## src/gstr_pkg.sv

```systemverilog
// Shared constants for the Gardner symbol timing recovery block.
package gstr_pkg;

  localparam int unsigned SAMPLE_WIDTH_DEF = 16;
  localparam int unsigned MAX_SPS_DEF      = 80;

  localparam int unsigned SPS_CFG_W  = 7;
  localparam int unsigned GAIN_W     = 16;
  localparam int unsigned OFS_W      = 12;
  localparam int unsigned CFG_IDX_W  = 2;
  localparam int unsigned CFG_DATA_W = 16;

  localparam logic [CFG_IDX_W-1:0] CFG_SPS  = 2'd0;
  localparam logic [CFG_IDX_W-1:0] CFG_GAIN = 2'd1;
  localparam logic [CFG_IDX_W-1:0] CFG_OFS  = 2'd2;

  localparam logic [SPS_CFG_W-1:0] SPS_RST  = 7'd60;
  localparam logic [GAIN_W-1:0]    GAIN_RST = 16'd655;
  localparam logic [OFS_W-1:0]     OFS_RST  = 12'd0;

  localparam int unsigned MU_W       = 16;
  localparam int unsigned FRAC_W     = 17;
  localparam int unsigned FRAC_SHIFT = 15;
  localparam int unsigned MU_ONE     = 32768;
  localparam int unsigned MU_HALF    = 16384;
  localparam int unsigned MIN_SPS    = 2;

  localparam int unsigned      ERR_W     = 47;
  localparam logic [63:0]      ERR_LIMIT = 64'd70368744177663;

endpackage

```

## src/gstr_ram.sv

```systemverilog
// Generic single-write, single-read RAM with registered read data.
module gstr_ram #(
  parameter int unsigned WIDTH = 32,
  parameter int unsigned DEPTH = 64
) (
  input  logic                     clk_i,
  input  logic                     we_i,
  input  logic [$clog2(DEPTH)-1:0] waddr_i,
  input  logic [WIDTH-1:0]         wdata_i,
  input  logic [$clog2(DEPTH)-1:0] raddr_i,
  output logic [WIDTH-1:0]         rdata_o
);

  logic [WIDTH-1:0] mem_q [DEPTH];
  logic [WIDTH-1:0] rdata_q;

  always_ff @(posedge clk_i) begin
    if (we_i) begin
      mem_q[waddr_i] <= wdata_i;
    end
    rdata_q <= mem_q[raddr_i];
  end

  assign rdata_o = rdata_q;

endmodule

```

## src/gstr_mul.sv

```systemverilog
// Shared signed multiplier with registered product.
module gstr_mul #(
  parameter int unsigned A_W = 47,
  parameter int unsigned B_W = 17
) (
  input  logic                     clk_i,
  input  logic signed [A_W-1:0]    a_i,
  input  logic signed [B_W-1:0]    b_i,
  output logic signed [A_W+B_W-1:0] p_o
);

  logic signed [A_W+B_W-1:0] p_q;

  always_ff @(posedge clk_i) begin
    p_q <= a_i * b_i;
  end

  assign p_o = p_q;

endmodule

```

## src/gardner_symbol_timing_recovery.sv

```systemverilog
// Gardner symbol timing recovery: history RAM, shared multiplier and sequencer.
//
//  channel  | dir | handshake              | payload
//  s_axis   | in  | s_axis_tvalid/tready   | tdata {sample_q, sample_i}, tuser burst_start
//  m_axis   | out | m_axis_tvalid/tready   | tdata {timing_phase, symbol_q, symbol_i},
//           |     |                        | tuser first_of_burst
//  cfg      | in  | cfg_we_i               | cfg_idx_i, cfg_data_i
//
// A sample that is no symbol strobe is only accepted. A strobe sample is accepted, then
// 4 history RAM reads go through its single read port, 9 sequencer steps run around the
// shared multiplier and the output register is loaded (waiting while m_axis stalls); no
// new sample is taken until then. Burst start clears the history through a fill count;
// no clearing pass. Reset is asynchronous, active low, and returns the control and
// configuration registers to their defaults.
module gardner_symbol_timing_recovery #(
  parameter int unsigned MAX_SPS      = gstr_pkg::MAX_SPS_DEF,
  parameter int unsigned SAMPLE_WIDTH = gstr_pkg::SAMPLE_WIDTH_DEF,
  localparam int unsigned IN_DW  = ((2 * SAMPLE_WIDTH + 7) / 8) * 8,
  localparam int unsigned OUT_DW = ((2 * SAMPLE_WIDTH + gstr_pkg::MU_W + 7) / 8) * 8
) (
  input  logic                               clk_i,
  input  logic                               rst_ni,
  // {sample_i, sample_q} from bit 0 up
  input  logic [IN_DW-1:0]                   s_axis_tdata,
  // burst_start
  input  logic                               s_axis_tuser,
  input  logic                               s_axis_tvalid,
  output logic                               s_axis_tready,
  // {symbol_i, symbol_q, timing_phase} from bit 0 up
  output logic [OUT_DW-1:0]                  m_axis_tdata,
  // first_of_burst
  output logic                               m_axis_tuser,
  output logic                               m_axis_tvalid,
  input  logic                               m_axis_tready,
  input  logic                               cfg_we_i,
  input  logic [gstr_pkg::CFG_IDX_W-1:0]     cfg_idx_i,
  input  logic [gstr_pkg::CFG_DATA_W-1:0]    cfg_data_i
);

  localparam int unsigned SW         = SAMPLE_WIDTH;
  localparam int unsigned MU_W       = gstr_pkg::MU_W;
  localparam int unsigned FRAC_W     = gstr_pkg::FRAC_W;
  localparam int unsigned HIST_DEPTH = MAX_SPS / 2 + 3;
  localparam int unsigned AGE_W      = $clog2(HIST_DEPTH);
  localparam int unsigned RAM_DEPTH  = 1 << AGE_W;
  localparam int unsigned FILL_W     = $clog2(HIST_DEPTH + 1);
  localparam int unsigned SPS_W      = $clog2(MAX_SPS + 1);
  localparam int unsigned CMP_W      = (SPS_W > gstr_pkg::SPS_CFG_W) ? SPS_W
                                                                      : gstr_pkg::SPS_CFG_W;
  localparam int unsigned MA_W       = gstr_pkg::ERR_W;
  localparam int unsigned MB_W       = (SW > FRAC_W) ? SW : FRAC_W;
  localparam int unsigned P_W        = MA_W + MB_W;
  localparam int unsigned ACC_W      = (2 * SW + 2 > gstr_pkg::ERR_W + 1) ? 2 * SW + 2
                                                                          : gstr_pkg::ERR_W + 1;
  localparam int unsigned DSH        = 2 * SW - 3;

  localparam logic [2:0] ST_IDLE  = 3'd0;
  localparam logic [2:0] ST_FETCH = 3'd1;
  localparam logic [2:0] ST_CALC  = 3'd2;
  localparam logic [2:0] ST_EMIT  = 3'd3;

  localparam logic [3:0] FETCH_LAST = 4'd4;
  localparam logic [3:0] CALC_LAST  = 4'd8;

  localparam logic signed [P_W-1:0]   LERP_HALF = P_W'(1) << (gstr_pkg::FRAC_SHIFT - 1);
  localparam logic signed [P_W-1:0]   D_HALF    = P_W'(1) << (DSH - 1);
  localparam logic signed [P_W-1:0]   MU_HI     = P_W'(gstr_pkg::MU_HALF);
  localparam logic signed [P_W-1:0]   MU_LO     = -MU_HI;
  localparam logic signed [ACC_W-1:0] ERR_HI    = ACC_W'(gstr_pkg::ERR_LIMIT);
  localparam logic signed [ACC_W-1:0] ERR_LO    = -ERR_HI;
  localparam logic signed [FRAC_W-1:0] FRAC_ONE = FRAC_W'(gstr_pkg::MU_ONE);

  logic [gstr_pkg::SPS_CFG_W-1:0] cfg_sps_q;
  logic [gstr_pkg::GAIN_W-1:0]    cfg_gain_q;
  logic [gstr_pkg::OFS_W-1:0]     cfg_ofs_q;

  logic [2:0]                 state_q, state_d;
  logic [3:0]                 step_q, step_d;
  logic [gstr_pkg::OFS_W-1:0] cnt_q;
  logic [AGE_W-1:0]           wr_ptr_q;
  logic [FILL_W-1:0]          fill_q;
  logic signed [MU_W-1:0]     mu_q;
  logic                       have_prev_q;
  logic                       rd_ok_q;

  logic [1:0]                 p_q;
  logic [AGE_W-1:0]           m_q;
  logic signed [FRAC_W-1:0]   frac_q;

  logic signed [SW-1:0]       hold_i_q [4];
  logic signed [SW-1:0]       hold_q_q [4];
  logic signed [SW-1:0]       sym_i_q, sym_q_q, mid_i_q, mid_q_q;
  logic signed [SW-1:0]       prev_i_q, prev_q_q;
  logic signed [ACC_W-1:0]    acc_q;
  logic signed [MU_W-1:0]     mu_upd_q;

  logic                       out_valid_q;
  logic signed [SW-1:0]       out_i_q, out_q_q;
  logic signed [MU_W-1:0]     out_mu_q;
  logic                       out_first_q;

  logic                       in_fire;
  logic                       emit_go;
  logic [AGE_W-1:0]           wr_addr;
  logic [AGE_W-1:0]           age_sel;
  logic [AGE_W-1:0]           rd_addr;
  logic [2*SW-1:0]            rd_data;
  logic [1:0]                 hold_idx;
  logic [CMP_W-1:0]           sps_raw, sps_eff;

  logic signed [MA_W-1:0]     mul_a;
  logic signed [MB_W-1:0]     mul_b;
  logic signed [P_W-1:0]      mul_p;

  logic signed [SW:0]         diff;
  logic signed [SW-1:0]       lerp_base;
  logic signed [P_W-1:0]      lerp_sum, lerp_off;
  logic signed [SW-1:0]       lerp_res;
  logic signed [ACC_W-1:0]    err_sat;
  logic signed [P_W-1:0]      d_sum, delta, mu_wide;
  logic signed [MU_W-1:0]     mu_clamp;

  assign in_fire       = s_axis_tvalid && s_axis_tready;
  assign s_axis_tready = (state_q == ST_IDLE);
  assign emit_go       = (state_q == ST_EMIT) && (!out_valid_q || m_axis_tready);
  assign wr_addr       = wr_ptr_q + AGE_W'(1);

  // Configuration registers
  always_ff @(posedge clk_i or negedge rst_ni) begin
    if (!rst_ni) begin
      cfg_sps_q  <= gstr_pkg::SPS_RST;
      cfg_gain_q <= gstr_pkg::GAIN_RST;
      cfg_ofs_q  <= gstr_pkg::OFS_RST;
    end else if (cfg_we_i) begin
      unique case (cfg_idx_i)
        gstr_pkg::CFG_SPS:  cfg_sps_q  <= cfg_data_i[gstr_pkg::SPS_CFG_W-1:0];
        gstr_pkg::CFG_GAIN: cfg_gain_q <= cfg_data_i[gstr_pkg::GAIN_W-1:0];
        gstr_pkg::CFG_OFS:  cfg_ofs_q  <= cfg_data_i[gstr_pkg::OFS_W-1:0];
        default: ;
      endcase
    end
  end

  // Clamp the strobe interval
  always_comb begin
    sps_raw = CMP_W'(cfg_sps_q);
    sps_eff = sps_raw;
    if (sps_raw < CMP_W'(gstr_pkg::MIN_SPS)) begin
      sps_eff = CMP_W'(gstr_pkg::MIN_SPS);
    end else if (sps_raw > CMP_W'(MAX_SPS)) begin
      sps_eff = CMP_W'(MAX_SPS);
    end
  end

  gstr_ram #(
    .WIDTH(2 * SW),
    .DEPTH(RAM_DEPTH)
  ) u_hist (
    .clk_i  (clk_i),
    .we_i   (in_fire),
    .waddr_i(wr_addr),
    .wdata_i(s_axis_tdata[2*SW-1:0]),
    .raddr_i(rd_addr),
    .rdata_o(rd_data)
  );

  // Read ages: strobe pair, then midpoint pair
  always_comb begin
    unique case (step_q[1:0])
      2'd0:    age_sel = AGE_W'(p_q);
      2'd1:    age_sel = AGE_W'(p_q) - AGE_W'(1);
      2'd2:    age_sel = m_q;
      default: age_sel = m_q - AGE_W'(1);
    endcase
  end
  assign rd_addr  = wr_ptr_q - age_sel;
  assign hold_idx = step_q[1:0] - 2'd1;

  gstr_mul #(
    .A_W(MA_W),
    .B_W(MB_W)
  ) u_mul (
    .clk_i(clk_i),
    .a_i  (mul_a),
    .b_i  (mul_b),
    .p_o  (mul_p)
  );

  // Operand select for the shared multiplier
  always_comb begin
    diff  = '0;
    mul_a = '0;
    mul_b = '0;
    unique case (step_q)
      4'd0: begin
        diff  = (SW+1)'(hold_i_q[1]) - (SW+1)'(hold_i_q[0]);
        mul_a = MA_W'(diff);
        mul_b = MB_W'(frac_q);
      end
      4'd1: begin
        diff  = (SW+1)'(hold_q_q[1]) - (SW+1)'(hold_q_q[0]);
        mul_a = MA_W'(diff);
        mul_b = MB_W'(frac_q);
      end
      4'd2: begin
        diff  = (SW+1)'(hold_i_q[3]) - (SW+1)'(hold_i_q[2]);
        mul_a = MA_W'(diff);
        mul_b = MB_W'(frac_q);
      end
      4'd3: begin
        diff  = (SW+1)'(hold_q_q[3]) - (SW+1)'(hold_q_q[2]);
        mul_a = MA_W'(diff);
        mul_b = MB_W'(frac_q);
      end
      4'd4: begin
        diff  = (SW+1)'(sym_i_q) - (SW+1)'(prev_i_q);
        mul_a = MA_W'(diff);
        mul_b = MB_W'(mid_i_q);
      end
      4'd5: begin
        diff  = (SW+1)'(sym_q_q) - (SW+1)'(prev_q_q);
        mul_a = MA_W'(diff);
        mul_b = MB_W'(mid_q_q);
      end
      4'd7: begin
        mul_a = err_sat[MA_W-1:0];
        mul_b = MB_W'($signed({1'b0, cfg_gain_q}));
      end
      default: ;
    endcase
  end

  // Interpolation rounding
  always_comb begin
    unique case (step_q)
      4'd1:    lerp_base = hold_i_q[0];
      4'd2:    lerp_base = hold_q_q[0];
      4'd3:    lerp_base = hold_i_q[2];
      default: lerp_base = hold_q_q[2];
    endcase
    lerp_sum = mul_p + LERP_HALF;
    lerp_off = lerp_sum >>> gstr_pkg::FRAC_SHIFT;
    lerp_res = lerp_base + $signed(lerp_off[SW-1:0]);
  end

  // Error saturation and phase update
  always_comb begin
    err_sat = acc_q;
    if (acc_q > ERR_HI) begin
      err_sat = ERR_HI;
    end else if (acc_q < ERR_LO) begin
      err_sat = ERR_LO;
    end
    d_sum   = mul_p + D_HALF;
    delta   = d_sum >>> DSH;
    mu_wide = P_W'(mu_q) - delta;
    if (mu_wide > MU_HI) begin
      mu_clamp = MU_W'(MU_HI);
    end else if (mu_wide < MU_LO) begin
      mu_clamp = MU_W'(MU_LO);
    end else begin
      mu_clamp = mu_wide[MU_W-1:0];
    end
  end

  // Sequencer
  always_comb begin
    state_d = state_q;
    step_d  = step_q;
    unique case (state_q)
      ST_IDLE: begin
        step_d = '0;
        if (in_fire && !s_axis_tuser && (cnt_q == '0)) begin
          state_d = ST_FETCH;
        end
      end
      ST_FETCH: begin
        if (step_q == FETCH_LAST) begin
          state_d = ST_CALC;
          step_d  = '0;
        end else begin
          step_d = step_q + 4'd1;
        end
      end
      ST_CALC: begin
        if (step_q == CALC_LAST) begin
          state_d = ST_EMIT;
        end else begin
          step_d = step_q + 4'd1;
        end
      end
      ST_EMIT: begin
        if (emit_go) begin
          state_d = ST_IDLE;
        end
      end
      default: state_d = ST_IDLE;
    endcase
  end

  always_ff @(posedge clk_i or negedge rst_ni) begin
    if (!rst_ni) begin
      state_q     <= ST_IDLE;
      step_q      <= '0;
      cnt_q       <= '0;
      wr_ptr_q    <= '0;
      fill_q      <= '0;
      mu_q        <= '0;
      have_prev_q <= 1'b0;
      out_valid_q <= 1'b0;
    end else begin
      state_q <= state_d;
      step_q  <= step_d;
      if (in_fire) begin
        wr_ptr_q <= wr_addr;
        if (s_axis_tuser) begin
          fill_q      <= FILL_W'(1);
          mu_q        <= '0;
          have_prev_q <= 1'b0;
          cnt_q       <= cfg_ofs_q;
        end else begin
          if (fill_q < FILL_W'(HIST_DEPTH)) begin
            fill_q <= fill_q + FILL_W'(1);
          end
          if (cnt_q != '0) begin
            cnt_q <= cnt_q - gstr_pkg::OFS_W'(1);
          end else begin
            cnt_q <= gstr_pkg::OFS_W'(sps_eff - CMP_W'(1));
          end
        end
      end
      if (emit_go) begin
        out_valid_q <= 1'b1;
        have_prev_q <= 1'b1;
        if (have_prev_q) begin
          mu_q <= mu_upd_q;
        end
      end else if (m_axis_tready) begin
        out_valid_q <= 1'b0;
      end
    end
  end

  // Datapath registers
  always_ff @(posedge clk_i) begin
    if (in_fire) begin
      p_q <= mu_q[MU_W-1] ? 2'd2 : 2'd1;
      m_q <= AGE_W'(mu_q[MU_W-1] ? 2'd2 : 2'd1) + AGE_W'(sps_eff >> 1);
      if (mu_q[MU_W-1]) begin
        frac_q <= FRAC_W'(mu_q) + FRAC_ONE;
      end else begin
        frac_q <= FRAC_W'(mu_q);
      end
    end
    if (state_q == ST_FETCH) begin
      rd_ok_q <= (FILL_W'(age_sel) < fill_q);
      if (step_q != '0) begin
        hold_i_q[hold_idx] <= rd_ok_q ? $signed(rd_data[SW-1:0]) : '0;
        hold_q_q[hold_idx] <= rd_ok_q ? $signed(rd_data[2*SW-1:SW]) : '0;
      end
    end
    if (state_q == ST_CALC) begin
      unique case (step_q)
        4'd1: sym_i_q  <= lerp_res;
        4'd2: sym_q_q  <= lerp_res;
        4'd3: mid_i_q  <= lerp_res;
        4'd4: mid_q_q  <= lerp_res;
        4'd5: acc_q    <= mul_p[ACC_W-1:0];
        4'd6: acc_q    <= acc_q + mul_p[ACC_W-1:0];
        4'd8: mu_upd_q <= mu_clamp;
        default: ;
      endcase
    end
    if (emit_go) begin
      out_i_q     <= sym_i_q;
      out_q_q     <= sym_q_q;
      out_mu_q    <= mu_q;
      out_first_q <= !have_prev_q;
      prev_i_q    <= sym_i_q;
      prev_q_q    <= sym_q_q;
    end
  end

  assign m_axis_tvalid = out_valid_q;
  assign m_axis_tdata  = OUT_DW'({out_mu_q, out_q_q, out_i_q});
  assign m_axis_tuser  = out_first_q;

endmodule

```

## config.mk

```make
export PLATFORM = sky130hd
export DESIGN_NAME = gardner_symbol_timing_recovery
export DESIGN_NICKNAME = d
export VERILOG_FILES = /design/src/gstr_pkg.sv /design/src/gstr_ram.sv /design/src/gstr_mul.sv /design/src/gardner_symbol_timing_recovery.sv
export SDC_FILE = /design/constraint.sdc
export NUM_CORES = 2
export LEC_CHECK = 0
export BUFFER_PORTS_ARGS = -buffer_cell sky130_fd_sc_hd__buf_2
export CORE_ASPECT_RATIO = 1.75
export CORE_MARGIN = 5
export CORE_UTILIZATION = 55
export CTS_CLUSTER_DIAMETER = 50
export CTS_CLUSTER_SIZE = 16
export DETAILED_ROUTE_END_ITERATION = 7
export HOLD_SLACK_MARGIN = 0.12
export PLACE_DENSITY = 0.71
export SLEW_MARGIN = 20
export SYNTH_ARGS = -nofsm -noshare
export SYNTH_HDL_FRONTEND = slang
export SYNTH_HIERARCHICAL = 1
export SYNTH_SLANG_ARGS = --single-unit
```

## constraint.sdc

```tcl
create_clock -name clk_i -period 11.9 [get_ports clk_i]
set_input_delay 0.595 -clock clk_i [delete_from_list [all_inputs] [get_ports clk_i]]
set_output_delay 0.595 -clock clk_i [all_outputs]
set_load 0.05 [all_outputs]
```

# Word level (Yosys, flattened, before mapping)
# Memories as Yosys holds them, arrays and structs flattened. A register that Yosys moved wholly into a read port is not among the register bits.
# Index checks and enable logic that the tools add are counted.
dict set report totals {
  input_bits 56
  mem_count 3
  ff_bits 351
  output_inout_bits 51
  word_cells 159
  ramBits 2176
}
# memory depth width rd rd_ports_with_merged_regs write_ports line
set memory_table {}
lappend memory_table {u_hist.mem_q 64 32 1 1 1 gstr_ram.sv:14} ;# logic [WIDTH-1:0] mem_q [DEPTH];
lappend memory_table {hold_i_q 4 16 4 0 1 gardner_symbol_timing_recovery.sv:90} ;# logic signed [SW-1:0] hold_i_q [4];
lappend memory_table {hold_q_q 4 16 4 0 1 gardner_symbol_timing_recovery.sv:91} ;# logic signed [SW-1:0] hold_q_q [4];
dict set report op_classes {
  n_reduce_logical 36
  n_addsub 22
  magnitude_cmp 8
  multipliers 1
  n_eq_ne 20
  muxes 41
}
# cell n
set ops {}
lappend ops {{$pmux W47 S7} 1}
lappend ops {{$mux W16} 7}
lappend ops {{$sub A16 B16 Y17} 6}
lappend ops {{$pmux W48 S2} 1}
lappend ops {{$mux W47} 2}
lappend ops {{$pmux W17 S4} 1}
lappend ops {{$add A64 B30 Y64 const B} 1}
lappend ops {{$mul A47 B17 Y64} 1}
lappend ops {{$add A48 B48 Y48} 1}
lappend ops {{$gt A48 B47 Y1 const B} 1}
lappend ops {{$lt A48 B47 Y1 const B} 1}
lappend ops {{$pmux W16 S3} 1}
lappend ops {{$gt A36 B16 Y1 const B} 1}
lappend ops {{$lt A36 B15 Y1 const B} 1}
lappend ops {{$sub A16 B35 Y36} 1}
lappend ops {{$add A31 B16 Y31 const B} 1}
lappend ops {{$mux W12} 2}
lappend ops {{$reduce_and A2 Y1} 12}
lappend ops {{$pmux W6 S3} 1}
lappend ops {{$add A16 B17 Y17 const B} 1}
lappend ops {{$add A16 B16 Y16} 1}
lappend ops {{$eq A4 B3 Y1 const B} 4}
lappend ops {{$mux W15} 1}
lappend ops {{$mux W7} 2}
lappend ops {{other kinds (43)} 76}

# Logic depth before layout (Yosys ltp)
dict set report logic_depth {
  ltp_word 6
  ltp_mapped 41
  mapped_depth_nobuf 39
}

# Modules after synthesis
# The synthesis kept the hierarchy.
# mod instances seq_area_each_um2 area_per_inst_um2 cells_per_inst
set modules_own_cells {}
lappend modules_own_cells {gstr_ram 1 62139.6 78515.3 3324}
lappend modules_own_cells {gstr_mul 1 1281.2 28145.7 3155}
lappend modules_own_cells {gardner_symbol_timing_recovery 1 11999.0 27515.1 2784}

# Worst setup path after synthesis
# No wires, ideal clock.
dict set report synth_path {
  path_kind {register -> register}
  start {mem hold_q_q[3][0] (netlist bit)}
  end {reg u_mul.p_q[52] (netlist: u_mul/p_o[52])}
  synth_period_minus_slack_ps 9228
  n_path_buf 3
  setup_slack_ps 2672
  setup_ps 123
  stages_incl_launch_ff 41
  required_time_ps 11777
  t_arrival_ps 9104
  cell_sequence {edfxtp_1 > inv_1 > ha_1 > inv_1 > fa_1 > a21o_1 > a21o_1 > a2111oi_0 > o31ai_1 > o21a_1 > o21ai_0 > nand2b_1 > a31o_2 > a2111oi_0 > nor3_1 > clkbuf_1 > o21ai_0 > clkbuf_1 > [... 5 more ...] > fa_1 > inv_1 > fa_1 > fa_1 > inv_1 > fa_1 > inv_1 > ha_1 > clkbuf_1 > a21o_1 > a21o_1 > a21oi_1 > nand3b_1 > a211oi_1 > o41ai_1 > a2111oi_0 > a21oi_1 > xor2_1}
}
# item line
set synth_lines {}
lappend synth_lines {{from (decl)} gardner_symbol_timing_recovery.sv:91}
lappend synth_lines {{to (signal assigned)} gstr_mul.sv:15} ;# p_q <= a_i * b_i;
lappend synth_lines {{to (decl)} gstr_mul.sv:12} ;# logic signed [A_W+B_W-1:0] p_q;

==> out/metrics.yaml <==
status:
  outcome: "completed"
worst_setup_path:
  slowest_delay_ps: 720
  worstPathMaxFanout: 31
  cp-end-kind: "register"
  required_ps: 12600
  worst-setup-path-type: "register to register"
  crit_arrival_ps: 11940
  cp-start-kind: "register"
  path_common_cell: "fa_1"
  critPathSlowestCell: "a2111oi_0"
worst_hold_path:
  hold_class: "input port to asynchronous set/reset pin"
final_layout:
  syn2layout_area_growth_pct: 8.39
  fin_nets: 10600
  fillCellCount: 18300
  final_cell_mix: "edfxtp_1 (2378), inv_1 (1015), nand2_1 (767), fa_1 (756), mux4_2 (544)"
  final_layout_size_suffix_gt1_share_pct: 14.0
  fin_util_pct: 59.7
  final_common_cell: "edfxtp_1"
clock_network:
  clk_latency_ps: 900
  cts_sinks: 2557
  cts_buffers: 198
  cts_tree: "yes"
  clockBufferDepth: 4
  clk_pin_slew_worst_paths_ps: 70
  h-tree-depth: 4
  cts-root-buf: "clkbuf_16"
yosys:
  synth_edf_count: 2378
  synth.yosys.seq_area_share_pct: 56.2
  netlist.area_leader.share_pct: 53.2
  async_flop_share_pct: 3.25
  syn-num-nets: 10400
  ys_types: 110
  post_synth.cell_area_avg_um2: 14.5
  ys.flop_type: "edfxtp_1"
  synth_area_um2: 134000
  ys_warn_count: 6
  yosysTopAreaCell: "edfxtp_1"
  ys_seq_elements: 2557
  synth.area.top_cells: "edfxtp_1 (53%), fa_1 (11%), mux4_2 (9.1%), ha_1 (3.4%), inv_1 (2.8%)"
  synth_cells: 9263
detailed_routing:
  drt_pre_antenna_iters: 8
  via_count: 79400
  drt-initial-drc-count: 7145
  detail-route-antenna-nets: 0
  route.detailed.drc: 0
  via_per_inst: 6.22
  routed_wl_um: 377000
  wl_per_cell_um: 29.6
timing:
  layout_min_cycle_time_ps: 11240
  slew_headroom_pct: 19.2
  fin_skew_ps: 92.3
  setup_slack_ps: 661
  min_period_over_period_pct: 94.4
  hold_viol_final: 0
  drv_slew: 0
  rsz0062_at_grt: "false"
  setup_viol: 0
  max_clock_freq_mhz: 89.0
  worstMarginPinSlew_ps: 1200
  finalSetupTns_ps: 0
floorplanning:
  io_pins: 107
  num_rows: 240
  dieArea_um2: 254000
  core_area_um2: 244000
  fp.dieH_um: 663
  start_util_pct: 55.1
  die_w_um: 383
global_route:
  grt_use_total_pct: 29.8
  grt_pass1_wl_um: 554000
  grt_pass1_vias: 84800
  overflow: 0
  antenna_found_initial: 13
  grt_max_degree: 96
place:
  place.gp.congestion: 0.988
  place.port_buffers: 106
  dp_slack_ps: 836
  dpl.hpwl_um: 258000
flow_run:
  cap_violations: 0
-- critical path, delay by kind of cell (launching register included) --
| family | cells | cell delay, ps |
|---|---|---|
| buffers and inverters | 7 | 860 |
| adders and majority gates | 9 | 3950 |
| DFF | 1 | 370 |
| and+or+nand+nor | 9 | 2000 |
| AOI/OAI and AO/OA | 11 | 3740 |
| xor gates and xnor gates | 1 | 150 |
-- cell type report --
cell class	instances	area, µm²	share of cell area, %
clock buffer	257	5240	3.60
sequential	2557	75400	51.9
clock inverter	35	443	0.305
inverter	1017	3820	2.63
timing repair buffer	359	2700	1.86
antenna	3	7.51	0.00516
multi-input combinational	5261	53700	36.9
tap	3267	4090	2.81
-- sequential cells by signal (all words and copies together), names as in the netlist, 32 cells and up --
| register | cells |
|---|---|
| u_hist/rdata_o | 32 |
| hold_q_q | 64 |
| u_hist/mem_q | 2048 |
| hold_i_q | 64 |
| acc_q | 48 |
| u_mul/p_o | 64 |
-- cells in the mapped netlist, types with 27 or more instances --
master,n
nand2b_1,55
a31oi_1,27
o22ai_1,116
nor2_1,354
ha_1,369
nand2_1,777
nand3_1,83
a21oi_1,374
nor3_1,65
dfrtp_1,73
mux2_2,37
o21bai_1,37
inv_1,1016
dfxtp_1,96
mux4_2,544
edfxtp_1,2378
and2_1,345
xor2_1,138
fa_1,757
buf_2,59
a222oi_1,27
o21ai_0,236
a21o_1,91
clkbuf_1,304
buf_1,28
nand4_1,50
xnor2_1,164
mux2i_1,97
nor2b_1,55
and3_1,41
o221ai_1,34
a22oi_1,30
-- worst paths after layout --
| path | start | endpoint | slack (ps) | cells after the start |
|---|---|---|---|---|
| worst max register to register | hold_q_q[3][0] | u_mul/p_o[63] | 660 | 37 |
| worst min register to register | sym_i_q[6] | out_i_q[6] | 450 | 0 |
| worst max-delay path | hold_q_q[3][0] | u_mul/p_o[63] | 660 | 37 |
| max in group asynchronous | rst_ni | step_q[0] | 10480 | 3 |
| min in group clk_i | cfg_data_i[6] | cfg_ofs_q[6] | 180 | 2 |
| worst min-delay path | rst_ni | cfg_gain_q[5] | 180 | 2 |
-- stage by stage --
stage	area [µm²]	cells	hold slack, ps
after detailed placement	140000	12400	436
after floorplan	134000	9263	299
after global routing	145000	12800	135
final	145000	12800	175
after global placement	139000	12400	428
after CTS	145000	12800	127
-- what timing repair did --
item	CTS	global route
gates resized for setup	0	0
hold buffers	16	0
setup buffers	0	0
endpoints found under the hold margin	42	0
-- layer usage --
metal	wire, µm	GRT usage (%)	vias up
li1	-	-	33700
met4	32500	19.9	4
met2	201000	54.5	3492
met1	119000	31.9	41100
met3	24600	3.98	1153
met5	27	0	-
-- cells by family (layout without fill, tap and decap cells) --
group,after synthesis,after routing,synth area share [%]
DFF,2557,2557,56.2
and+or+nand+nor,1953,1953,6.97
buffers and inverters,1445,1668,4.22
AOI/OAI and AO/OA,1201,1201,5.73
adders and majority gates,1126,1126,14.7
muxes,678,678,10.2
xor gates and xnor gates,302,302,1.97
other,1,4,0.00279
Power is not shown: default switching activity piles up to over one toggle a cycle in this logic, so the estimate is an artifact.
